`src/hdl/card_deck_stream_cipher_assert.svh`:
```
// ----------------------------------------------------------------------------
// Card deck stream cipher assertion macros
// Shorthand for the concurrent checks that sit at the end of the cipher module.
// ----------------------------------------------------------------------------
`ifndef CARD_DECK_STREAM_CIPHER_ASSERT_SVH
`define CARD_DECK_STREAM_CIPHER_ASSERT_SVH

// The consequent must hold in the same cycle as the antecedent.
`define CDSC_ASSERT_SAME(lbl, ante, cons, msg) \
  lbl: assert property (@(posedge clk) disable iff (!rst_n) (ante) |-> (cons)) \
    else $error(msg);

// The consequent must hold in the cycle after the antecedent.
`define CDSC_ASSERT_NEXT(lbl, ante, cons, msg) \
  lbl: assert property (@(posedge clk) disable iff (!rst_n) (ante) |=> (cons)) \
    else $error(msg);

`endif

```
`src/hdl/cdsc_pkg.sv`:
```
// ----------------------------------------------------------------------------
// Card deck stream cipher package
// Shared widths, codes, the shared adder operand bundle and the mod table.
// ----------------------------------------------------------------------------
`default_nettype none

package cdsc_pkg;

  localparam int unsigned DECK_SIZE_DEF = 40;
  localparam int unsigned CARD_W        = 6;
  localparam int unsigned CARD_SPAN     = 1 << CARD_W;
  localparam int unsigned KIND_W        = 2;
  localparam int unsigned CFG_IDX_W     = 2;

  // Item kinds.
  localparam logic [KIND_W-1:0] KIND_LOAD = 2'd0;
  localparam logic [KIND_W-1:0] KIND_ENC  = 2'd1;
  localparam logic [KIND_W-1:0] KIND_DEC  = 2'd2;

  // Configuration register indexes.
  localparam logic [CFG_IDX_W-1:0] REG_CUT_INDEX   = 2'd0;
  localparam logic [CFG_IDX_W-1:0] REG_MARK_INDEX  = 2'd1;
  localparam logic [CFG_IDX_W-1:0] REG_MARK_OFFSET = 2'd2;

  // Operands of the shared modular adder.
  typedef struct packed {
    logic [CARD_W-1:0] a;
    logic [CARD_W-1:0] b;
    logic              sub;
  } alu_op_t;

  typedef logic [CARD_SPAN-1:0][CARD_W-1:0] mod_tab_t;

  // Table of x mod n for every 6-bit x, built by counting.
  function automatic mod_tab_t mod_table(input int unsigned n);
    mod_tab_t    t;
    int unsigned c;
    c = 0;
    for (int i = 0; i < CARD_SPAN; i++) begin
      t[i] = CARD_W'(c);
      c = (c + 1 == n) ? 0 : c + 1;
    end
    return t;
  endfunction

endpackage

`default_nettype wire

```
`src/hdl/cdsc_in_if.sv`:
```
// ----------------------------------------------------------------------------
// Card deck stream cipher input channel
// Valid/ready channel carrying one load, encrypt or decrypt transaction.
// ----------------------------------------------------------------------------
`default_nettype none

interface cdsc_in_if;
  logic                          valid;
  logic                          ready;
  logic [cdsc_pkg::KIND_W-1:0]   kind;
  logic [cdsc_pkg::CARD_W-1:0]   card_value;
  logic [cdsc_pkg::CARD_W-1:0]   key_position;

  modport source (output valid, kind, card_value, key_position, input ready);
  modport sink   (input valid, kind, card_value, key_position, output ready);
endinterface

`default_nettype wire

```
`src/hdl/cdsc_out_if.sv`:
```
// ----------------------------------------------------------------------------
// Card deck stream cipher result channel
// Valid/ready channel carrying one cipher or plain card per transaction.
// ----------------------------------------------------------------------------
`default_nettype none

interface cdsc_out_if;
  logic                        valid;
  logic                        ready;
  logic [cdsc_pkg::CARD_W-1:0] out_card;

  modport source (output valid, out_card, input ready);
  modport sink   (input valid, out_card, output ready);
endinterface

`default_nettype wire

```
`src/hdl/cdsc_cfg_if.sv`:
```
// ----------------------------------------------------------------------------
// Card deck stream cipher configuration channel
// Valid/ready write channel carrying a register index and write data.
// ----------------------------------------------------------------------------
`default_nettype none

interface cdsc_cfg_if;
  logic                           valid;
  logic                           ready;
  logic [cdsc_pkg::CFG_IDX_W-1:0] index;
  logic [cdsc_pkg::CARD_W-1:0]    data;

  modport source (output valid, index, data, input ready);
  modport sink   (input valid, index, data, output ready);
endinterface

`default_nettype wire

```
`src/hdl/cdsc_ram.sv`:
```
// ----------------------------------------------------------------------------
// Generic RAM
// One write port, one read port with registered read data.
// ----------------------------------------------------------------------------
`default_nettype none

module cdsc_ram #(
  parameter int unsigned WIDTH = 8,
  parameter int unsigned DEPTH = 16,
  localparam int unsigned AW = $clog2(DEPTH)
) (
  input  wire logic             clk,
  input  wire logic             we,
  input  wire logic [AW-1:0]    waddr,
  input  wire logic [WIDTH-1:0] wdata,
  input  wire logic [AW-1:0]    raddr,
  output logic      [WIDTH-1:0] rdata
);

  logic [WIDTH-1:0] mem [DEPTH];

  always_ff @(posedge clk) begin
    if (we) begin
      mem[waddr] <= wdata;
    end
    rdata <= mem[raddr];
  end

endmodule

`default_nettype wire

```
`src/hdl/cdsc_modadd.sv`:
```
// ----------------------------------------------------------------------------
// Shared modular adder
// Reduces both operands mod the deck size, then adds or subtracts mod it.
// ----------------------------------------------------------------------------
`default_nettype none

module cdsc_modadd #(
  parameter int unsigned DECK_SIZE = cdsc_pkg::DECK_SIZE_DEF
) (
  input  wire cdsc_pkg::alu_op_t           op,
  output logic [cdsc_pkg::CARD_W-1:0]      res
);

  localparam int unsigned SUM_W = cdsc_pkg::CARD_W + 1;
  localparam cdsc_pkg::mod_tab_t MOD_TAB = cdsc_pkg::mod_table(DECK_SIZE);
  localparam logic [SUM_W-1:0] N_EXT = SUM_W'(DECK_SIZE);

  logic [cdsc_pkg::CARD_W-1:0] ra;
  logic [cdsc_pkg::CARD_W-1:0] rb;
  logic [SUM_W-1:0]            sum;
  logic [SUM_W-1:0]            fixed;

  always_comb begin
    ra = MOD_TAB[op.a];
    rb = MOD_TAB[op.b];
    if (op.sub) begin
      sum = {1'b0, ra} + N_EXT - {1'b0, rb};
    end else begin
      sum = {1'b0, ra} + {1'b0, rb};
    end
    // Both forms stay below twice the deck size: one correction suffices.
    fixed = (sum >= N_EXT) ? sum - N_EXT : sum;
    res   = fixed[cdsc_pkg::CARD_W-1:0];
  end

endmodule

`default_nettype wire

```
`src/hdl/card_deck_stream_cipher.sv`:
```
// Flow: a load transaction is written in the cycle it is accepted; an
// encrypt or decrypt transaction shows its result after two deck scans and
// one shuffle pass through the single read port of the deck RAM. A new item
// is taken only once the last result has gone to the output register.
// Reset: a fill sweep writes the identity deck; no input is accepted meanwhile,
// configuration writes are taken at all times.
// ----------------------------------------------------------------------------
// Card deck stream cipher
// Keeps a shuffled card deck in a two-bank RAM and turns each plain card into
// a cipher card (or back) with a pad drawn from the deck, then reshuffles.
// ----------------------------------------------------------------------------
`default_nettype none

`include "card_deck_stream_cipher_assert.svh"

module card_deck_stream_cipher #(
  parameter int unsigned DECK_SIZE = cdsc_pkg::DECK_SIZE_DEF
) (
  input  wire logic   clk,
  input  wire logic   rst_n,
  cdsc_in_if.sink     in_ch,
  cdsc_out_if.source  out_ch,
  cdsc_cfg_if.sink    cfg_ch
);

  localparam int unsigned CW        = cdsc_pkg::CARD_W;
  localparam int unsigned IDX_W     = $clog2(DECK_SIZE);
  localparam int unsigned AW        = IDX_W + 1;
  localparam int unsigned RAM_DEPTH = 2 ** AW;
  localparam logic [IDX_W-1:0] CNT_LAST   = IDX_W'(DECK_SIZE - 1);
  localparam logic [IDX_W-1:0] HALF_BACK  = IDX_W'(DECK_SIZE / 2);
  localparam logic [IDX_W-1:0] HALF_FRONT = IDX_W'(DECK_SIZE / 2 - 1);
  localparam logic [CW:0]      N_EXT      = (CW + 1)'(DECK_SIZE);
  localparam cdsc_pkg::mod_tab_t MOD_TAB = cdsc_pkg::mod_table(DECK_SIZE);

  // The sequencer. Each deck search is a pipelined scan: a read is issued
  // every cycle and the compare of the previous read runs alongside it,
  // with a drain state after the last read. The shuffle works the same way,
  // reading the current bank in rotated order and writing each card into
  // the other bank in the cycle after its read.
  typedef enum logic [3:0] {
    ST_INIT,
    ST_IDLE,
    ST_MARK_RD,
    ST_MARK_WT,
    ST_SCAN,
    ST_SCAN_END,
    ST_PAD_RD,
    ST_PAD_WT,
    ST_CUT_RD,
    ST_CUT_WT,
    ST_ROT_SET,
    ST_SHUF,
    ST_SHUF_END,
    ST_EMIT
  } state_t;

  // Which search the scan belongs to: the mark card or the cut card.
  typedef enum logic {
    PH_MARK,
    PH_CUT
  } phase_t;

  // Control state.
  state_t            state_r,       state_nxt;
  logic [IDX_W-1:0]  cnt_r,         cnt_nxt;
  logic              pend_r,        pend_nxt;
  logic              bank_r,        bank_nxt;
  logic              out_valid_r,   out_valid_nxt;
  logic [CW-1:0]     out_card_r,    out_card_nxt;
  logic [CW-1:0]     cut_index_r,   cut_index_nxt;
  logic [CW-1:0]     mark_index_r,  mark_index_nxt;
  logic [CW-1:0]     mark_offset_r, mark_offset_nxt;

  // Working payload.
  phase_t                        phase_r,    phase_nxt;
  logic [IDX_W-1:0]              pend_idx_r, pend_idx_nxt;
  logic [IDX_W-1:0]              pos_r,      pos_nxt;
  logic [CW-1:0]                 target_r,   target_nxt;
  logic [IDX_W-1:0]              ptr_r,      ptr_nxt;
  logic [IDX_W-1:0]              back_r,     back_nxt;
  logic [IDX_W-1:0]              front_r,    front_nxt;
  logic [cdsc_pkg::KIND_W-1:0]   kind_r,     kind_nxt;
  logic [CW-1:0]                 card_r,     card_nxt;
  logic [CW-1:0]                 plain_r,    plain_nxt;
  logic [CW-1:0]                 result_r,   result_nxt;

  // Deck RAM ports and the shared adder.
  logic              ram_we;
  logic [AW-1:0]     ram_waddr;
  logic [CW-1:0]     ram_wdata;
  logic [AW-1:0]     ram_raddr;
  logic [CW-1:0]     ram_rdata;
  cdsc_pkg::alu_op_t alu_op;
  logic [CW-1:0]     alu_res;
  logic              in_acc;

  // The deck lives in two banks: bank_r selects the current deck, and the
  // shuffle writes the new order into the other bank, then flips bank_r.
  cdsc_ram #(
    .WIDTH (CW),
    .DEPTH (RAM_DEPTH)
  ) u_deck (
    .clk   (clk),
    .we    (ram_we),
    .waddr (ram_waddr),
    .wdata (ram_wdata),
    .raddr (ram_raddr),
    .rdata (ram_rdata)
  );

  // Every modular add or subtract of the item goes through this one unit.
  cdsc_modadd #(
    .DECK_SIZE (DECK_SIZE)
  ) u_alu (
    .op  (alu_op),
    .res (alu_res)
  );

  assign in_ch.ready     = (state_r == ST_IDLE);
  assign in_acc          = in_ch.valid && (state_r == ST_IDLE);
  assign out_ch.valid    = out_valid_r;
  assign out_ch.out_card = out_card_r;
  assign cfg_ch.ready    = 1'b1;

  always_comb begin
    state_nxt       = state_r;
    cnt_nxt         = cnt_r;
    pend_nxt        = 1'b0;
    bank_nxt        = bank_r;
    out_valid_nxt   = out_valid_r && !out_ch.ready;
    out_card_nxt    = out_card_r;
    cut_index_nxt   = cut_index_r;
    mark_index_nxt  = mark_index_r;
    mark_offset_nxt = mark_offset_r;
    phase_nxt       = phase_r;
    pend_idx_nxt    = pend_idx_r;
    pos_nxt         = pos_r;
    target_nxt      = target_r;
    ptr_nxt         = ptr_r;
    back_nxt        = back_r;
    front_nxt       = front_r;
    kind_nxt        = kind_r;
    card_nxt        = card_r;
    plain_nxt       = plain_r;
    result_nxt      = result_r;
    ram_we          = 1'b0;
    ram_waddr       = '0;
    ram_wdata       = '0;
    ram_raddr       = {bank_r, cnt_r};
    alu_op          = '0;

    // Configuration writes; an index beyond the register list is dropped.
    if (cfg_ch.valid) begin
      case (cfg_ch.index)
        cdsc_pkg::REG_CUT_INDEX:   cut_index_nxt   = cfg_ch.data;
        cdsc_pkg::REG_MARK_INDEX:  mark_index_nxt  = cfg_ch.data;
        cdsc_pkg::REG_MARK_OFFSET: mark_offset_nxt = cfg_ch.data;
        default: ;
      endcase
    end

    // Compare lane of a scan: every position holding the target card is
    // ORed into pos_r, so no match leaves position zero.
    if (pend_r && (state_r inside {ST_SCAN, ST_SCAN_END})) begin
      if (MOD_TAB[ram_rdata] == target_r) begin
        pos_nxt = pos_r | pend_idx_r;
      end
    end

    // Write lane of the shuffle: the card read last cycle goes to its slot
    // in the other bank.
    if (pend_r && (state_r inside {ST_SHUF, ST_SHUF_END})) begin
      ram_we    = 1'b1;
      ram_waddr = {~bank_r, pend_idx_r};
      ram_wdata = ram_rdata;
    end

    case (state_r)
      ST_INIT: begin
        // Identity fill of bank zero after reset.
        ram_we    = 1'b1;
        ram_waddr = {1'b0, cnt_r};
        ram_wdata = CW'(cnt_r);
        if (cnt_r == CNT_LAST) begin
          cnt_nxt   = '0;
          state_nxt = ST_IDLE;
        end else begin
          cnt_nxt = cnt_r + 1'b1;
        end
      end
      ST_IDLE: begin
        if (in_acc) begin
          case (in_ch.kind)
            cdsc_pkg::KIND_LOAD: begin
              // A key card goes straight into the current deck; a position
              // past the end of the deck is ignored.
              if ({1'b0, in_ch.key_position} < N_EXT) begin
                ram_we    = 1'b1;
                ram_waddr = {bank_r, in_ch.key_position[IDX_W-1:0]};
                ram_wdata = in_ch.card_value;
              end
            end
            cdsc_pkg::KIND_ENC, cdsc_pkg::KIND_DEC: begin
              kind_nxt  = in_ch.kind;
              card_nxt  = in_ch.card_value;
              state_nxt = ST_MARK_RD;
            end
            default: ;
          endcase
        end
      end
      ST_MARK_RD: begin
        alu_op    = '{a: mark_index_r, b: '0, sub: 1'b0};
        ram_raddr = {bank_r, alu_res[IDX_W-1:0]};
        state_nxt = ST_MARK_WT;
      end
      ST_MARK_WT: begin
        alu_op     = '{a: ram_rdata, b: mark_offset_r, sub: 1'b0};
        target_nxt = alu_res;
        cnt_nxt    = '0;
        pos_nxt    = '0;
        phase_nxt  = PH_MARK;
        state_nxt  = ST_SCAN;
      end
      ST_SCAN: begin
        ram_raddr    = {bank_r, cnt_r};
        pend_nxt     = 1'b1;
        pend_idx_nxt = cnt_r;
        if (cnt_r == CNT_LAST) begin
          cnt_nxt   = '0;
          state_nxt = ST_SCAN_END;
        end else begin
          cnt_nxt = cnt_r + 1'b1;
        end
      end
      ST_SCAN_END: begin
        state_nxt = (phase_r == PH_MARK) ? ST_PAD_RD : ST_ROT_SET;
      end
      ST_PAD_RD: begin
        // The pad sits one position after the mark card.
        alu_op    = '{a: CW'(pos_r), b: CW'(1), sub: 1'b0};
        ram_raddr = {bank_r, alu_res[IDX_W-1:0]};
        state_nxt = ST_PAD_WT;
      end
      ST_PAD_WT: begin
        alu_op     = '{a: card_r, b: ram_rdata, sub: (kind_r == cdsc_pkg::KIND_DEC)};
        result_nxt = alu_res;
        plain_nxt  = (kind_r == cdsc_pkg::KIND_ENC) ? MOD_TAB[card_r] : alu_res;
        state_nxt  = ST_CUT_RD;
      end
      ST_CUT_RD: begin
        alu_op    = '{a: cut_index_r, b: '0, sub: 1'b0};
        ram_raddr = {bank_r, alu_res[IDX_W-1:0]};
        state_nxt = ST_CUT_WT;
      end
      ST_CUT_WT: begin
        alu_op     = '{a: plain_r, b: ram_rdata, sub: 1'b0};
        target_nxt = alu_res;
        cnt_nxt    = '0;
        pos_nxt    = '0;
        phase_nxt  = PH_CUT;
        state_nxt  = ST_SCAN;
      end
      ST_ROT_SET: begin
        // The ORed position may exceed the deck; reduce it for the rotation.
        alu_op    = '{a: CW'(pos_r), b: '0, sub: 1'b0};
        ptr_nxt   = alu_res[IDX_W-1:0];
        cnt_nxt   = '0;
        back_nxt  = HALF_BACK;
        front_nxt = HALF_FRONT;
        state_nxt = ST_SHUF;
      end
      ST_SHUF: begin
        // Even rotated cards fill the back half upward, odd ones the front
        // half downward.
        ram_raddr = {bank_r, ptr_r};
        pend_nxt  = 1'b1;
        if (cnt_r[0]) begin
          pend_idx_nxt = front_r;
          front_nxt    = front_r - 1'b1;
        end else begin
          pend_idx_nxt = back_r;
          back_nxt     = back_r + 1'b1;
        end
        ptr_nxt = (ptr_r == CNT_LAST) ? '0 : ptr_r + 1'b1;
        if (cnt_r == CNT_LAST) begin
          cnt_nxt   = '0;
          state_nxt = ST_SHUF_END;
        end else begin
          cnt_nxt = cnt_r + 1'b1;
        end
      end
      ST_SHUF_END: begin
        bank_nxt  = ~bank_r;
        state_nxt = ST_EMIT;
      end
      ST_EMIT: begin
        if (!out_valid_r || out_ch.ready) begin
          out_valid_nxt = 1'b1;
          out_card_nxt  = result_r;
          state_nxt     = ST_IDLE;
        end
      end
      default: begin
        state_nxt = ST_IDLE;
      end
    endcase
  end

  always_ff @(posedge clk) begin
    if (!rst_n) begin
      state_r       <= ST_INIT;
      cnt_r         <= '0;
      pend_r        <= 1'b0;
      bank_r        <= 1'b0;
      out_valid_r   <= 1'b0;
      out_card_r    <= '0;
      cut_index_r   <= '0;
      mark_index_r  <= '0;
      mark_offset_r <= '0;
    end else begin
      state_r       <= state_nxt;
      cnt_r         <= cnt_nxt;
      pend_r        <= pend_nxt;
      bank_r        <= bank_nxt;
      out_valid_r   <= out_valid_nxt;
      out_card_r    <= out_card_nxt;
      cut_index_r   <= cut_index_nxt;
      mark_index_r  <= mark_index_nxt;
      mark_offset_r <= mark_offset_nxt;
    end
  end

  always_ff @(posedge clk) begin
    phase_r    <= phase_nxt;
    pend_idx_r <= pend_idx_nxt;
    pos_r      <= pos_nxt;
    target_r   <= target_nxt;
    ptr_r      <= ptr_nxt;
    back_r     <= back_nxt;
    front_r    <= front_nxt;
    kind_r     <= kind_nxt;
    card_r     <= card_nxt;
    plain_r    <= plain_nxt;
    result_r   <= result_nxt;
  end

  // A scan never leaves early.
  `CDSC_ASSERT_NEXT(a_scan_full, (state_r == ST_SCAN) && (cnt_r != CNT_LAST), state_r == ST_SCAN, "scan ended before the last deck position")
  // The finished shuffle always hands over to the other bank.
  `CDSC_ASSERT_NEXT(a_bank_flip, state_r == ST_SHUF_END, bank_r != $past(bank_r), "deck bank did not flip after the shuffle")
  // Pending reads come only from a scan or a shuffle step.
  `CDSC_ASSERT_SAME(a_pend_src, pend_r, ($past(state_r) == ST_SCAN) || ($past(state_r) == ST_SHUF), "pending read without a scan or shuffle step")
  // Every result card lies inside the deck.
  `CDSC_ASSERT_SAME(a_out_range, out_valid_r, {1'b0, out_card_r} < N_EXT, "result card outside the deck")

endmodule

`default_nettype wire

```
`src/flat_wrapper.sv`:
```
// flat-port wrapper written by rule: the top's interface ports become plain ports
module card_deck_stream_cipher_flat 
#(
  parameter int unsigned DECK_SIZE = cdsc_pkg::DECK_SIZE_DEF
)
  (clk, rst_n, in_ch_valid, in_ch_kind, in_ch_card_value, in_ch_key_position, in_ch_ready, out_ch_valid, out_ch_out_card, out_ch_ready, cfg_ch_valid, cfg_ch_index, cfg_ch_data, cfg_ch_ready);
  cdsc_in_if in_ch_i ();
  cdsc_out_if out_ch_i ();
  cdsc_cfg_if cfg_ch_i ();
  input  wire logic clk;
  input  wire logic rst_n;
  input wire logic [$bits(in_ch_i.valid)-1:0] in_ch_valid;
  input wire logic [$bits(in_ch_i.kind)-1:0] in_ch_kind;
  input wire logic [$bits(in_ch_i.card_value)-1:0] in_ch_card_value;
  input wire logic [$bits(in_ch_i.key_position)-1:0] in_ch_key_position;
  output wire logic [$bits(in_ch_i.ready)-1:0] in_ch_ready;
  output wire logic [$bits(out_ch_i.valid)-1:0] out_ch_valid;
  output wire logic [$bits(out_ch_i.out_card)-1:0] out_ch_out_card;
  input wire logic [$bits(out_ch_i.ready)-1:0] out_ch_ready;
  input wire logic [$bits(cfg_ch_i.valid)-1:0] cfg_ch_valid;
  input wire logic [$bits(cfg_ch_i.index)-1:0] cfg_ch_index;
  input wire logic [$bits(cfg_ch_i.data)-1:0] cfg_ch_data;
  output wire logic [$bits(cfg_ch_i.ready)-1:0] cfg_ch_ready;
  assign in_ch_i.valid = in_ch_valid;
  assign in_ch_i.kind = in_ch_kind;
  assign in_ch_i.card_value = in_ch_card_value;
  assign in_ch_i.key_position = in_ch_key_position;
  assign in_ch_ready = in_ch_i.ready;
  assign out_ch_valid = out_ch_i.valid;
  assign out_ch_out_card = out_ch_i.out_card;
  assign out_ch_i.ready = out_ch_ready;
  assign cfg_ch_i.valid = cfg_ch_valid;
  assign cfg_ch_i.index = cfg_ch_index;
  assign cfg_ch_i.data = cfg_ch_data;
  assign cfg_ch_ready = cfg_ch_i.ready;
  card_deck_stream_cipher #(.DECK_SIZE(DECK_SIZE)) u_core (.clk(clk), .rst_n(rst_n), .in_ch(in_ch_i), .out_ch(out_ch_i), .cfg_ch(cfg_ch_i));
endmodule
```
`config.mk`:
```
export PLATFORM = sky130hd
export DESIGN_NAME = card_deck_stream_cipher_flat
export DESIGN_NICKNAME = d
export VERILOG_FILES = /design/src/hdl/cdsc_pkg.sv /design/src/hdl/cdsc_in_if.sv /design/src/hdl/cdsc_out_if.sv /design/src/hdl/cdsc_cfg_if.sv /design/src/hdl/cdsc_ram.sv /design/src/hdl/cdsc_modadd.sv /design/src/hdl/card_deck_stream_cipher.sv /design/src/flat_wrapper.sv
export VERILOG_INCLUDE_DIRS = /design/src /design/src/hdl
export SDC_FILE = /design/constraint.sdc
export NUM_CORES = 1
export LEC_CHECK = 0
export BUFFER_PORTS_ARGS = -buffer_cell sky130_fd_sc_hd__buf_2
export CELL_PAD_IN_SITES_DETAIL_PLACEMENT = 2
export CELL_PAD_IN_SITES_GLOBAL_PLACEMENT = 2
export CORE_MARGIN = 8
export CORE_UTILIZATION = 44
export CTS_CLUSTER_DIAMETER = 100
export DETAILED_ROUTE_END_ITERATION = 12
export PLACE_DENSITY_LB_ADDON = 0.1
export SLEW_MARGIN = 25
export SYNTH_ARGS = -nofsm -noshare
export SYNTH_HDL_FRONTEND = slang
export SYNTH_SLANG_ARGS = --single-unit
```
`constraint.sdc`:
```
create_clock -name clk -period 7.1 [get_ports clk]
set_input_delay 1.42 -clock clk [delete_from_list [all_inputs] [get_ports clk]]
set_output_delay 1.42 -clock clk [all_outputs]
set_load 0.01 [all_outputs]
```
======== Yosys cells after proc, flatten, opt, wreduce, memory -nomap -nowiden ========
Memories as Yosys holds them, arrays and structs flattened. A register that Yosys moved wholly into a read port is not among the register bits.
Index checks and enable logic that the tools add are counted.
storage, ports and cells
  register bits ........................... 94
  memory bits (writable) .................. 768
  bits in read-only memories .............. 1536
  input port bits ......................... 27
  logic and storage cells ................. 151
  memories kept ........................... 5
operators by class
  add/subtract/negate cells ............... 8
  $lt $le $gt $ge ......................... 6
  equal/unequal tests ..................... 30
  muxes and demuxes ....................... 49
  bitwise logic cells ..................... 2
  reductions and logical operators ........ 31
memory list
  memory             words  width  rd ports  clocked after Yosys merged registers in  write ports  line                            text
  u_core.u_deck.mem  128    6      1         1                                        1            cdsc_ram.sv:20                  logic [WIDTH-1:0] mem [DEPTH];
  (no name shown)    64     6      1         1                                        0            card_deck_stream_cipher.sv:249  plain_nxt = (kind_r == cdsc_pkg::KIND_ENC) ? MOD_TAB[card_r] : alu_res;
  (no name shown)    64     6      1         0                                        0            card_deck_stream_cipher.sv:166  if (MOD_TAB[ram_rdata] == target_r) begin
  (no name shown)    64     6      1         0                                        0            cdsc_modadd.sv:25               rb = MOD_TAB[op.b];
  (no name shown)    64     6      1         0                                        0            cdsc_modadd.sv:24               ra = MOD_TAB[op.a];
operators with widths
  operator                                                                 number
  6-bit two-way mux                                                        16
  13-bit one-hot mux with 7 select lines                                   1
  6-bit one-hot mux with 2 select lines                                    7
  4-bit one-hot mux with 13 select lines                                   1
  7-bit two-way mux                                                        5
  6-bit by 7-bit < comparator with 1-bit output, second input constant     4
  4-bit two-way mux                                                        7
  4-bit == test, second input constant                                     6
  6-bit by 1-bit adder with 6-bit output, second input constant            3
  4-bit by 3-bit == test with 1-bit output, second input constant          4
  7-bit one-hot mux with 2 select lines                                    1
  2-bit AND reduction                                                      7
  6-bit == test, second input constant                                     2
  2-bit nonzero test                                                       6
  2-bit by 1-bit inequality test with 1-bit output, second input constant  5
  1-bit two-way mux                                                        9
  3-bit OR reduction                                                       3
  4-bit by 2-bit == test with 1-bit output, second input constant          2
  6-bit by 6-bit adder with 7-bit output                                   1
  6-bit by 6-bit adder with 7-bit output, second input constant            1
  7-bit by 6-bit >= comparator with 1-bit output, second input constant    1
  7-bit by 6-bit subtractor with 7-bit output                              1
  2-bit by 1-bit == test with 1-bit output, second input constant          3
  2-bit == test, second input constant                                     3
  17 further kinds                                                         27

======== Depth between registers and ports, before layout ========
Gate-level depths: netlist of run 1.
  depth in word-level cells ............... 10
  mapped depth ............................ 28

======== Cells and area by module ========
A second synthesis of run 1 with hierarchy kept.
unflattened totals
  cells, all modules ...................... 1902
  area, all modules ....................... 36000.8 µm²
modules (own cells, without submodules)
  module                   times used  cells an instance  area each (µm²)  seq. area each (µm²)
  cdsc_ram                 1           1271               29923.7          23182.2
  card_deck_stream_cipher  1           519                5240.0           2512.4
  cdsc_modadd              1           112                837.1            0.0

======== Worst setup path before layout of run 1 ========
OpenSTA, ideal clock, no wires.
  path kind ............................... reg2reg
  from .................................... reg u_core.state_r[0]
  to ...................................... reg u_core.u_deck.rdata[4], read port of u_core.u_deck.mem
  arrival time ............................ 5.094 ns
  data required time ...................... 6.984 ns
  path slack .............................. 1.890 ns
  stages on the path, launching flop included .. 24
  cells stage by stage .................... dfxtp_1 > buf_2 > buf_1 > buf_1 > nand3_1 > a21oi_1 > a21oi_1 > and4_1 > inv_1 > ha_1 > ha_1 > fa_1 > xor2_1 > a21oi_1 > ha_1 > and3_1 > a22oi_1 > a32o_2 > xnor2_2 > a222oi_1 > nand2_2 > a2111oi_4 > o21ai_1 > and4_1
on the way
  cells in the longest elaborated chain, start to end .. 10
  elaborated cells on any way between the ends .. 22
  classes of those cells .................. add/sub: 4; order compare: 1; eq/ne: 8; mux: 6; reduce/logical: 1; memory: 2
ends and longest elaborated chain
  element                                                                             line                            text
  start, declared                                                                     card_deck_stream_cipher.sv:65   state_t state_r, state_nxt;
  start signal, assigned                                                              card_deck_stream_cipher.sv:323  state_r <= state_nxt;
  4-bit == test, or another cell as far along                                         card_deck_stream_cipher.sv:179  case (state_r)
  13-bit one-hot mux with 7 select lines (*)                                          card_deck_stream_cipher.sv:179
  memory 64 x 6 bit                                                                   -
  6-bit two-way mux (implied by the code)                                             cdsc_modadd.sv:24
  6-bit by 6-bit adder with 7-bit output                                              cdsc_modadd.sv:27               sum = {1'b0, ra} + N_EXT - {1'b0, rb};
  7-bit by 6-bit subtractor with 7-bit output                                         cdsc_modadd.sv:27
  7-bit two-way mux (*)                                                               cdsc_modadd.sv:26               if (op.sub) begin
  6-bit subtractor or 7-bit by 6-bit >= comparator with 1-bit output (tied branches)  cdsc_modadd.sv:32               fixed = (sum >= N_EXT) ? sum - N_EXT : sum;
  6-bit two-way mux (*)                                                               cdsc_modadd.sv:32
  via u_core.alu_res[3]                                                               card_deck_stream_cipher.sv:95   logic [CW-1:0] alu_res;
  6-bit one-hot mux with 2 select lines (*)                                           card_deck_stream_cipher.sv:179
  end, declared                                                                       cdsc_ram.sv:17                  output logic [WIDTH-1:0] rdata
Mark *: on every way through the listed nets, which the timed path passes. The rest lies on a longest branch. The select of a mux whose other input is x is not followed.
A chain may end at the register's enable or synchronous reset.

======== Final worst setup path of run 1 ========
  from .................................... reg u_core.state_r[0]
  to ...................................... reg u_core.u_deck.rdata[3], read port of u_core.u_deck.mem
Same word-level chain as after synthesis.

==> results of run 1 <==
-- cell type report --
class,count,area (sq um)
flip-flops and latches,874,25700
clock buffers,122,2530
multi-input cells,1947,10600
repair buffers,105,832
inverters,33,133
clock inverters,55,492
fillers,8106,42000
well taps,1134,1420
-- worst paths after layout --
path / endpoint / cells past startpoint
max reg2reg: u_core.u_deck.rdata[3]$_DFF_P_ / 21
min reg2reg: u_core.out_ch.out_card[5]$_SDFFE_PN0P_ / 2
min: u_core.out_ch.out_card[5]$_SDFFE_PN0P_ / 2
max: u_core.u_deck.rdata[3]$_DFF_P_ / 21
-- cells in the final DEF, fill, tap and decap left out, drive strengths merged, types with 10 or more instances in the layout --
cell type / instances
a22oi: 20
a21oi: 51
o22ai: 30
a221oi: 10
clkbuf: 122
nand3: 268
a32oi: 12
xor2: 13
a31oi: 73
mux2: 12
edfxtp: 819
a211oi: 14
o21ai: 45
nor3: 15
nor2: 243
a311oi: 34
nand2: 738
nor2b: 11
and3: 56
buf: 105
xnor2: 11
dfxtp: 55
inv: 37
nand2b: 19
ha: 23
mux2i: 103
nand4: 25
clkinv: 42
-- worst min-delay path: cells and delay by family, from the launching register on --
kind / cells / cell delay (ps)
DFF: 1 / 320
and+or+nand+nor: 1 / 70
muxes: 1 / 70
-- routing by layer --
metal	part of all wire [%]	vias to the layer above	routed length [um]
met5	0	-	0
met4	3.2	0	4000
met3	4.8	208	6000
met2	49	716	61100
met1	43	13500	52900
li1	-	11200	-
-- timing repair --
item,4_1_cts,5_1_grt
resized for setup,0,3
endpoints found under the setup margin,0,6
setup buffers,0,2
-- cell families (layout without fill, tap and decap cells) --
family	Yosys count	in the layout	share of synthesized area, %
compound gates	358	358	6.93
xor+xnor	24	24	0.586
fa+ha+maj	25	25	0.882
buf+inv	217	315	2.71
flops	874	874	69.1
mux	115	115	3.15
other cells	1	1	0.0101
simple gates	1424	1424	16.6
-- power groups by stage --
| stage | combinational (mW) | sequential, mW | clock [mW] |
|---|---|---|---|
| global route | 2.95 | 6.11 | 5.10 |
| finish | 2.79 | 6.11 | 4.87 |
| global placement | 2.65 | 6.20 | 0 |
| detailed placement | 2.76 | 6.21 | 0 |
| CTS | 2.79 | 6.10 | 4.94 |
| floorplan | 1.57 | 6.15 | 0 |
-- stage by stage --
| step | total power, mW | hold slack, ps | worst slack (ps) | std cells | utilization, % |
|---|---|---|---|---|---|
| 3_5_place_dp | 8.97 | 489 | 382 | 4091 | 46.1 |
| 3_3_place_gp | 8.85 | 480 | 684 | 4090 | 46.1 |
| 2_1_floorplan | 7.72 | 437 | 1890 | 3038 | - |
| 5_1_grt | 14.2 | 547 | 71.7 | 4270 | 49.8 |
| 4_1_cts | 13.8 | 508 | 281 | 4268 | 49.7 |
| 6_report | 13.8 | 500 | 380 | 4270 | 49.8 |
==> impl_metrics.toml, run 1 <==
[global_route]
overflow = 0
grt_pass1_vias = 28100
grt_max_degree = 110
use_met2_pct = 44.2
grt_antenna_before_repair = 0
grt_pass1_wl_um = 185000
gr-max-usage-layer = "met2"
grt_util_met3_pct = 3.35
grt_use_total_pct = 25.9
grt.met1_usage_pct = 34.5

[hold_path]
hp-start = "u_core.out_ch.out_card[5]$_SDFFE_PN0P_"
hold_path_class = "reg -> reg"

[route]
dr.pass1.iters = 5
drt-initial-drc-count = 1998
routedWlPerCell_um = 29.0
num_vias = 25600
drc_errors = 0
viasPerCell = 6.00
drt_wl_total_um = 124000
ant_nets = 0

[timing]
fmax_ghz = 0.149
period_needed_ps = 6720
finalClockSkew_ps = 20.8
setup_viol = 0
drv_slew = 0
hold_viol = 0
post-route-period-util_pct = 94.6
finalSetupTns_ps = 0
worst_pin_slew_ps = 1150
relSlewSlack_pct = 23.2
grt_setup_unrepaired = "no"

[floorplan]
ioPinCount = 36
rows = 106
fp.dieW_um = 307
start_util_pct = 44.4
die_h_um = 307
die-area_sq_um = 94000
core_sq_um = 83700

[clocking]
cts_buffer_depth = 3
holdBufCountCts = 0
clock-sinks = 874
cts_tree = "built"
path_clk_slew_ps = 60
clkLatencyLatePin_ps = 670
htree_levels = 3
cts-root-buf = "clkbuf_16"
cts_buffers = 94

[finish]
drive_gt1_share_pct = 9.38
antennaDiodeCount = 0
area_growth_pct = 12.1
nets = 3107
largest_reg_flops = 768
fin_area_sq_um = 41700
largest_register = "u_core.u_deck.mem"

[yosys]
synth_edf_count = 819
synth_most_common_cell = "edfxtp_1"
syn_area_per_cell_sq_um = 12.2
yosysTopAreaCell = "edfxtp_1"
async_reset_ff_share_pct = 0
synth_common_cells = "edfxtp_1, nand2_1, nand3_1"
synth.area.top_cells = "edfxtp_1, nand2_1, nand3_1"
synth_nets = 3090
yosysUniqueCellTypes = 87
ys_warn_count = 0
synth-seq-cells = 874
syn_inst = 3038
seq_area_frac_synth_pct = 69.1
netlist_area_sq_um = 37200
ys_dominant_reg_cell = "edfxtp_1"
synth_top_area_share_pct = 66.2

[worst_setup_path]
crit_fanout = 22
crit_path_frequent_cell = "ha_1"
r2r_start = "u_core.state_r[0]$_SDFFE_PN0P_"
cpPeakStageDelay_ps = 680
critPathLaunch = "u_core.state_r[0]$_SDFFE_PN0P_"
critical_path_buf_inv_count = 1
path_cells = "nand2b_1, o21ai_0, a32oi_1, o221ai_1, ha_1, ha_1, a21oi_1, o21ai_0, xor2_1, mux2i_1, ha_1, and3_1, a22oi_1, a32o_2, a21oi_4, a21o_1, buf_4, mux2i_1, a32oi_1, a21oi_1, nor4_1"
endpoint_kind = "flip-flop"
required_ps = 7650
crit_path_top_delay_cell = "dfxtp_1"
worstPathArrival_ps = 7270
critPathLaunchType = "flip-flop"
crit_type = "reg -> reg"
critical_path.top_delay_family = "compound AO/OA/AOI/OAI gates"
r2r_slack_ps = 380

[flow_run]
drv_cap = 0

[pwr]
ir_drop_uv = 247
p_switching_mw = 4.33
p_seq_share_pct = 44.4
power_leakage_nw = 14.8
switching_share_pct = 31.5
combinationalPowerShare_pct = 20.2
p_clk_share_pct = 35.4
p_int_mw = 9.43
power.density_nw_per_um2 = 330

[place]
io_buffers = 34
place_hpwl_um = 79400
gp_congestion = 0.882
postPlaceCellArea_sq_um = 38600

[status]
status = "finished, final reports clean"
Note: power is estimated with default switching activity, not from simulation.
==> run 2: changes to the inputs <==
Settings changed: RECOVER_POWER set to 25.
==> run 2 against run 1 <==
Against the previous run: the run now ends with max-capacitance violations, max-slew violations left; non-clock buffer count stayed put; critical path depth unchanged; cell count unchanged; critical path type unchanged; largest cell class unchanged.
==> impl_metrics.toml, run 2 (synthesis gave the netlist of run 1 again) <==
[status]
status = "finished with violations"
violations = "max-capacitance violations, max-slew violations"

[timing]
drv_slew = 341
hold_viol = 0
relSlewSlack_pct = -134
period_needed_ps = 6740
finalClockSkew_ps = 20.1
setup_viol = 0
grt_setup_unrepaired = "no"
post-route-period-util_pct = 94.9
worst_pin_slew_ps = 3490
hold_slack_ps = 505
finalSetupTns_ps = 0
fmax_ghz = 0.148

[pwr]
p_int_mw = 9.44
switching_share_pct = 31.4
p_seq_share_pct = 44.4
power_leakage_nw = 14.7
finalPower_mw = 13.8
ir_drop_uv = 248
p_switching_mw = 4.33
combinationalPowerShare_pct = 20.2
power.density_nw_per_um2 = 331
p_clk_share_pct = 35.3

[worst_setup_path]
cpPeakStageDelay_ps = 670
crit_fanout = 22
critical_path_buf_inv_count = 1
rr_worst_depth = 21
worstPathArrival_ps = 7280
r2r_start = "u_core.state_r[0]$_SDFFE_PN0P_"
crit_type = "reg -> reg"
r2r_slack_ps = 360
r2r-end = "u_core.u_deck.rdata[3]$_DFF_P_"
endpoint_kind = "flip-flop"
path_cells = "nand2b_1, o21ai_0, a32oi_1, o221ai_1, ha_1, ha_1, a21oi_1, o21ai_0, xor2_1, mux2i_1, ha_1, and3_1, a22oi_1, a32o_2, a21oi_4, a21o_1, buf_4, mux2i_1, a32oi_1, a21oi_1, nor4_1"
critical_path.top_delay_family = "compound AO/OA/AOI/OAI gates"
critPathLaunchType = "flip-flop"
required_ps = 7650
crit_path_top_delay_cell = "dfxtp_1"
crit_path_frequent_cell = "ha_1"

[hold_path]
min_path_cells = 2
hp-start = "u_core.out_ch.out_card[5]$_SDFFE_PN0P_"
hold_path_class = "reg -> reg"
worstHoldEndpoint = "u_core.out_ch.out_card[5]$_SDFFE_PN0P_"

[global_route]
grt_use_total_pct = 25.9
grt_antenna_before_repair = 0
grt_pass1_vias = 28100
grt_pass1_wl_um = 185000
overflow = 0
grt_max_degree = 110

[finish]
largest_register = "u_core.u_deck.mem"
final_common_cell = "edfxtp_1"
antennaDiodeCount = 0
largest_reg_flops = 768
drive_gt1_share_pct = 8.55
layout_common_cells = "edfxtp_1, nand2_1, nand3_1, nor2_1, mux2i_1"
nets = 3107
area_growth_pct = 11.9

[clocking]
cts_buffer_depth = 3
htree_levels = 3
path_clk_slew_ps = 60
clkLatencyLatePin_ps = 670
cts-root-buf = "clkbuf_16"
cts_buffers = 94
clock-sinks = 874
cts_tree = "built"

[flow_run]
drv_cap = 5

[floorplan]
rows = 106
ioPinCount = 36
die_h_um = 307
die-area_sq_um = 94000
core_sq_um = 83700
fp.dieW_um = 307
start_util_pct = 44.4

[route]
ant_nets = 0
drc_errors = 0
routedWlPerCell_um = 29.0
viasPerCell = 5.98
dr.pass1.iters = 8
drt_wl_total_um = 124000
drt-initial-drc-count = 2070
num_vias = 25500

[place]
place_hpwl_um = 79400
io_buffers = 34
gp_congestion = 0.882
==> run 2: cell types whose count changed in the layout (fill, tap and decap cells not counted), sizes merged <==
cell,before,now
buf,105,84
clkbuf,122,143
clkinvlp,2,6
inv,37,34
clkinv,42,41
==> run 2: metrics by stage <==
| stage | instance area [sq um] | util [%] | setup WS [ps] | instances |
|---|---|---|---|---|
| final | 41600 | 49.7 | 365 | 4270 |
| after global routing | 41600 | 49.7 | 72.3 | 4270 |
| after CTS | 41600 | 49.7 | 281 | 4268 |
| after detailed placement | 38600 | 46.1 | 382 | 4091 |
| after global placement | 38600 | 46.1 | 684 | 4090 |
| after floorplan | 37200 | - | 1890 | 3038 |
==> run 2: worst max path at each step <==
| stage | start | endpoint | depth (start not counted) |
|---|---|---|---|
| floorplan | u_core.state_r[0]$_SDFFE_PN0P_ | u_core.u_deck.rdata[4]$_DFF_P_ | 23 |
| global placement | u_core.state_r[3]$_SDFFE_PN0P_ | u_core.u_deck.rdata[1]$_DFF_P_ | 22 |
| detailed placement | u_core.state_r[3]$_SDFFE_PN0P_ | u_core.u_deck.rdata[1]$_DFF_P_ | 22 |
| CTS | u_core.state_r[3]$_SDFFE_PN0P_ | u_core.u_deck.rdata[3]$_DFF_P_ | 22 |
| global route | u_core.state_r[0]$_SDFFE_PN0P_ | u_core.u_deck.rdata[3]$_DFF_P_ | 26 |
| finish | u_core.state_r[0]$_SDFFE_PN0P_ | u_core.u_deck.rdata[3]$_DFF_P_ | 21 |
==> run 2: repair_timing <==
item                                    in CTS  in global routing
setup buffers                                0                  2
hold buffers                                 0                  0
endpoints found under the setup margin       0                  6
gates resized for setup                      0                  3
==> run 2: routing by layer <==
| metal | up-vias | share of wire, % | GRT usage (%) | wire, um |
|---|---|---|---|---|
| met5 | - | 0 | 0 | 0 |
| met4 | 0 | 3.2 | 8.30 | 3960 |
| met3 | 217 | 4.2 | 3.35 | 5260 |
| met2 | 645 | 49 | 44.2 | 61200 |
| met1 | 13500 | 43 | 34.5 | 53600 |
| li1 | 11200 | - | - | - |
==> run 2: area by class of cell <==
| cell class | count | area, sq um |
|---|---|---|
| well taps | 1134 | 1420 |
| fillers | 8123 | 42100 |
| clock inverters | 55 | 492 |
| clock buffers | 122 | 2530 |
| flip-flops and latches | 874 | 25700 |
| multi-input cells | 1947 | 10500 |
| repair buffers | 105 | 796 |
| inverters | 33 | 129 |
==> run 2: worst reg2reg max path, cell delays in order (launching register included) <==
cell and delay (ps):
dfxtp_1 670, nand2b_1 290, o21ai_0 650, a32oi_1 180
o221ai_1 300, ha_1 380, ha_1 350, a21oi_1 240
o21ai_0 160, xor2_1 180, mux2i_1 210, ha_1 290
and3_1 180, a22oi_1 70, a32o_2 300, a21oi_4 400
a21o_1 210, buf_4 380, mux2i_1 280, a32oi_1 350
a21oi_1 160, nor4_1 390
==> run 2: power by group through the flow <==
stage | Combinational (mW) | Clock [mW] | Sequential, mW
2_1_floorplan | 1.57 | 0 | 6.15
3_3_place_gp | 2.65 | 0 | 6.20
3_5_place_dp | 2.76 | 0 | 6.21
4_1_cts | 2.79 | 4.94 | 6.10
5_1_grt | 2.95 | 5.10 | 6.12
6_report | 2.78 | 4.87 | 6.12
==> run 3: changes to the inputs <==
--- a/config.mk
+++ b/config.mk
@@ -16,3 +16,3 @@
 export PLACE_DENSITY_LB_ADDON = 0.1
-export RECOVER_POWER = 25
+export RECOVER_POWER = 50
 export SLEW_MARGIN = 25
==> constraint.sdc (replaced) <==
create_clock -name clk -period 7.1 [get_ports clk]
set_input_delay 0.355 -clock clk [delete_from_list [all_inputs] [get_ports clk]]
set_output_delay 0.355 -clock clk [all_outputs]
set_load 0.01 [all_outputs]
==> run 3 against run 2 <==
Against the previous run: the flow still finishes with violations (max-capacitance violations, max-slew violations); die area did not move; maximum frequency rose by 0.28%; first-iteration DRC count fell by 3.5%; routed wire length rose by 1.5%; utilization barely moved; worst setup slack improved by 19 ps; largest power group unchanged.
==> impl_metrics.toml, run 3 (synthesis gave the netlist of run 1 again) <==
[status]
status = "finished with violations"
violations = "max-capacitance violations, max-slew violations"

[clocking]
cts_buffer_depth = 3
path_clk_slew_ps = 60
htree_levels = 3
clkLatencyLatePin_ps = 660
cts_setup_buffers = 0
cts_tree = "built"
cts_buffers = 95
cts-root-buf = "clkbuf_16"
clock-sinks = 874

[timing]
relSlewSlack_pct = -135
finalClockSkew_ps = 18.8
hold_slack_ps = 57.6
grt_setup_unrepaired = "no"
post-route-period-util_pct = 94.6
setup_viol = 0
fmax_ghz = 0.149
hold_viol = 0
worst_pin_slew_ps = 3510
period_needed_ps = 6720
finalSetupTns_ps = 0
drv_slew = 362

[pwr]
finalPower_mw = 13.7
power_leakage_nw = 14.7
p_switching_mw = 4.33
p_clk_share_pct = 35.1
ir_drop_uv = 322
p_int_mw = 9.39
switching_share_pct = 31.6
combinationalPowerShare_pct = 20.1
power.density_nw_per_um2 = 330
p_seq_share_pct = 44.7

[finish]
nets = 3119
final_common_cell = "edfxtp_1"
layoutNonFillerInstCount = 4277
fin_util_pct = 49.7
drive_gt1_share_pct = 8.05
largest_reg_flops = 768
area_growth_pct = 11.9
regArea_sq_um = 25700
multiInputGateArea_sq_um = 10500
largest_register = "u_core.u_deck.mem"
layout_common_cells = "edfxtp_1, nand2_1, nand3_1, nor2_1, mux2i_1"
fill_cells = 8045

[global_route]
grt_antenna_before_repair = 1
grt_pass1_vias = 27800
overflow = 0
grt_use_total_pct = 26.3
grt_pass1_wl_um = 187000
grt_max_degree = 92

[worst_setup_path]
crit_type = "reg -> reg"
critPathLaunch = "u_core.state_r[1]$_SDFFE_PN0P_"
crit_path_top_delay_cell = "clkinvlp_2"
worstPathArrival_ps = 7040
critPathLaunchType = "flip-flop"
r2r_start = "u_core.state_r[1]$_SDFFE_PN0P_"
endpoint_kind = "flip-flop"
required_ps = 7420
cpPeakStageDelay_ps = 2710
path_cells = "nand2b_1, nor3_1, nand3_1, nor2_1, clkbuf_1, a222oi_1, clkinvlp_2, buf_4"
crit_fanout = 72

[place]
place_hpwl_um = 80300
numPlacedInstances = 4089
gp_congestion = 0.852
io_buffers = 34

[hold_path]
hp-start = "out_ch_ready"
hold_path_class = "in -> reg"

[floorplan]
fp.dieW_um = 307
rows = 106
die-area_sq_um = 94000
die_h_um = 307
start_util_pct = 44.4
ioPinCount = 36
core_sq_um = 83700

[route]
drc_errors = 0
routedWlPerCell_um = 29.4
viasPerCell = 6.00
drt-initial-drc-count = 1998
drt_wl_total_um = 126000
ant_nets = 0
num_vias = 25700
dr.pass1.iters = 7

[flow_run]
drv_cap = 7
==> run 3: cell types whose count changed in the layout (fill, tap and decap cells not counted), sizes merged <==
cell	before	now
clkbuf	143	165
buf	84	69
dlygate4sd3	0	15
clkinv	41	28
bufinv	7	5
diode	0	1
inv	34	33
==> run 3: power by group through the flow <==
stage                     logic [mW]  clock network (mW)  registers, mW
after floorplan                 1.57                   0           6.15
final                           2.76                4.82           6.14
after global placement          2.62                   0           6.20
after global routing            2.92                5.06           6.14
after CTS                       2.78                4.90           6.11
after detailed placement        2.75                   0           6.21
==> run 3: per-layer routing <==
layer / wire (um) / share of wire, % / track usage (%) / vias up
met4: 4300 / 3.4 / 9.17 / 0
met1: 53900 / 43 / 34.9 / 13600
met3: 6050 / 4.8 / 3.39 / 222
met2: 61700 / 49 / 44.4 / 682
li1: - / - / - / 11200
met5: 0 / 0 / 0 / -
==> run 3: final timing paths <==
check | cells after the start | slack [ps] | endpoint
min reg2reg | 2 | 510 | u_core.out_ch.out_card[2]$_SDFFE_PN0P_
max reg2reg | 8 | 380 | u_core.u_deck.mem[36][3]$_DFFE_PP_
max | 8 | 380 | u_core.u_deck.mem[36][3]$_DFFE_PP_
min | 4 | 60 | u_core.out_ch.valid$_SDFF_PN0_
==> run 3: cell type report <==
class / instances / share of cell area (%)
sequential: 874 / 61.8
multi-input combinational: 1947 / 25.3
clock buffer: 133 / 6.28
tap: 1134 / 3.41
timing repair buffer: 116 / 2.03
clock inverter: 39 / 0.831
inverter: 33 / 0.310
antenna: 1 / 0.00602
==> run 3: critical path, delay by kind of cell, from the launching register on <==
family	cells	cell delay [ps]
simple gates	4	930
flops	1	800
compound gates	1	390
buf+inv	3	4190
==> run 3: metrics by stage <==
| stage | area [sq um] | setup slack [ps] |
|---|---|---|
| 3_5_place_dp | 38600 | 399 |
| 4_1_cts | 41700 | 385 |
| 3_3_place_gp | 38600 | 686 |
| 5_1_grt | 41600 | 48.5 |
| 6_report | 41600 | 384 |
| 2_1_floorplan | 37200 | 1890 |
==> run 3: repair_timing <==
item / CTS / global route
resized for setup: 0 / 2
hold buffers: 15 / 0
endpoints found under the hold margin: 29 / 0
setup endpoints to repair: 0 / 6
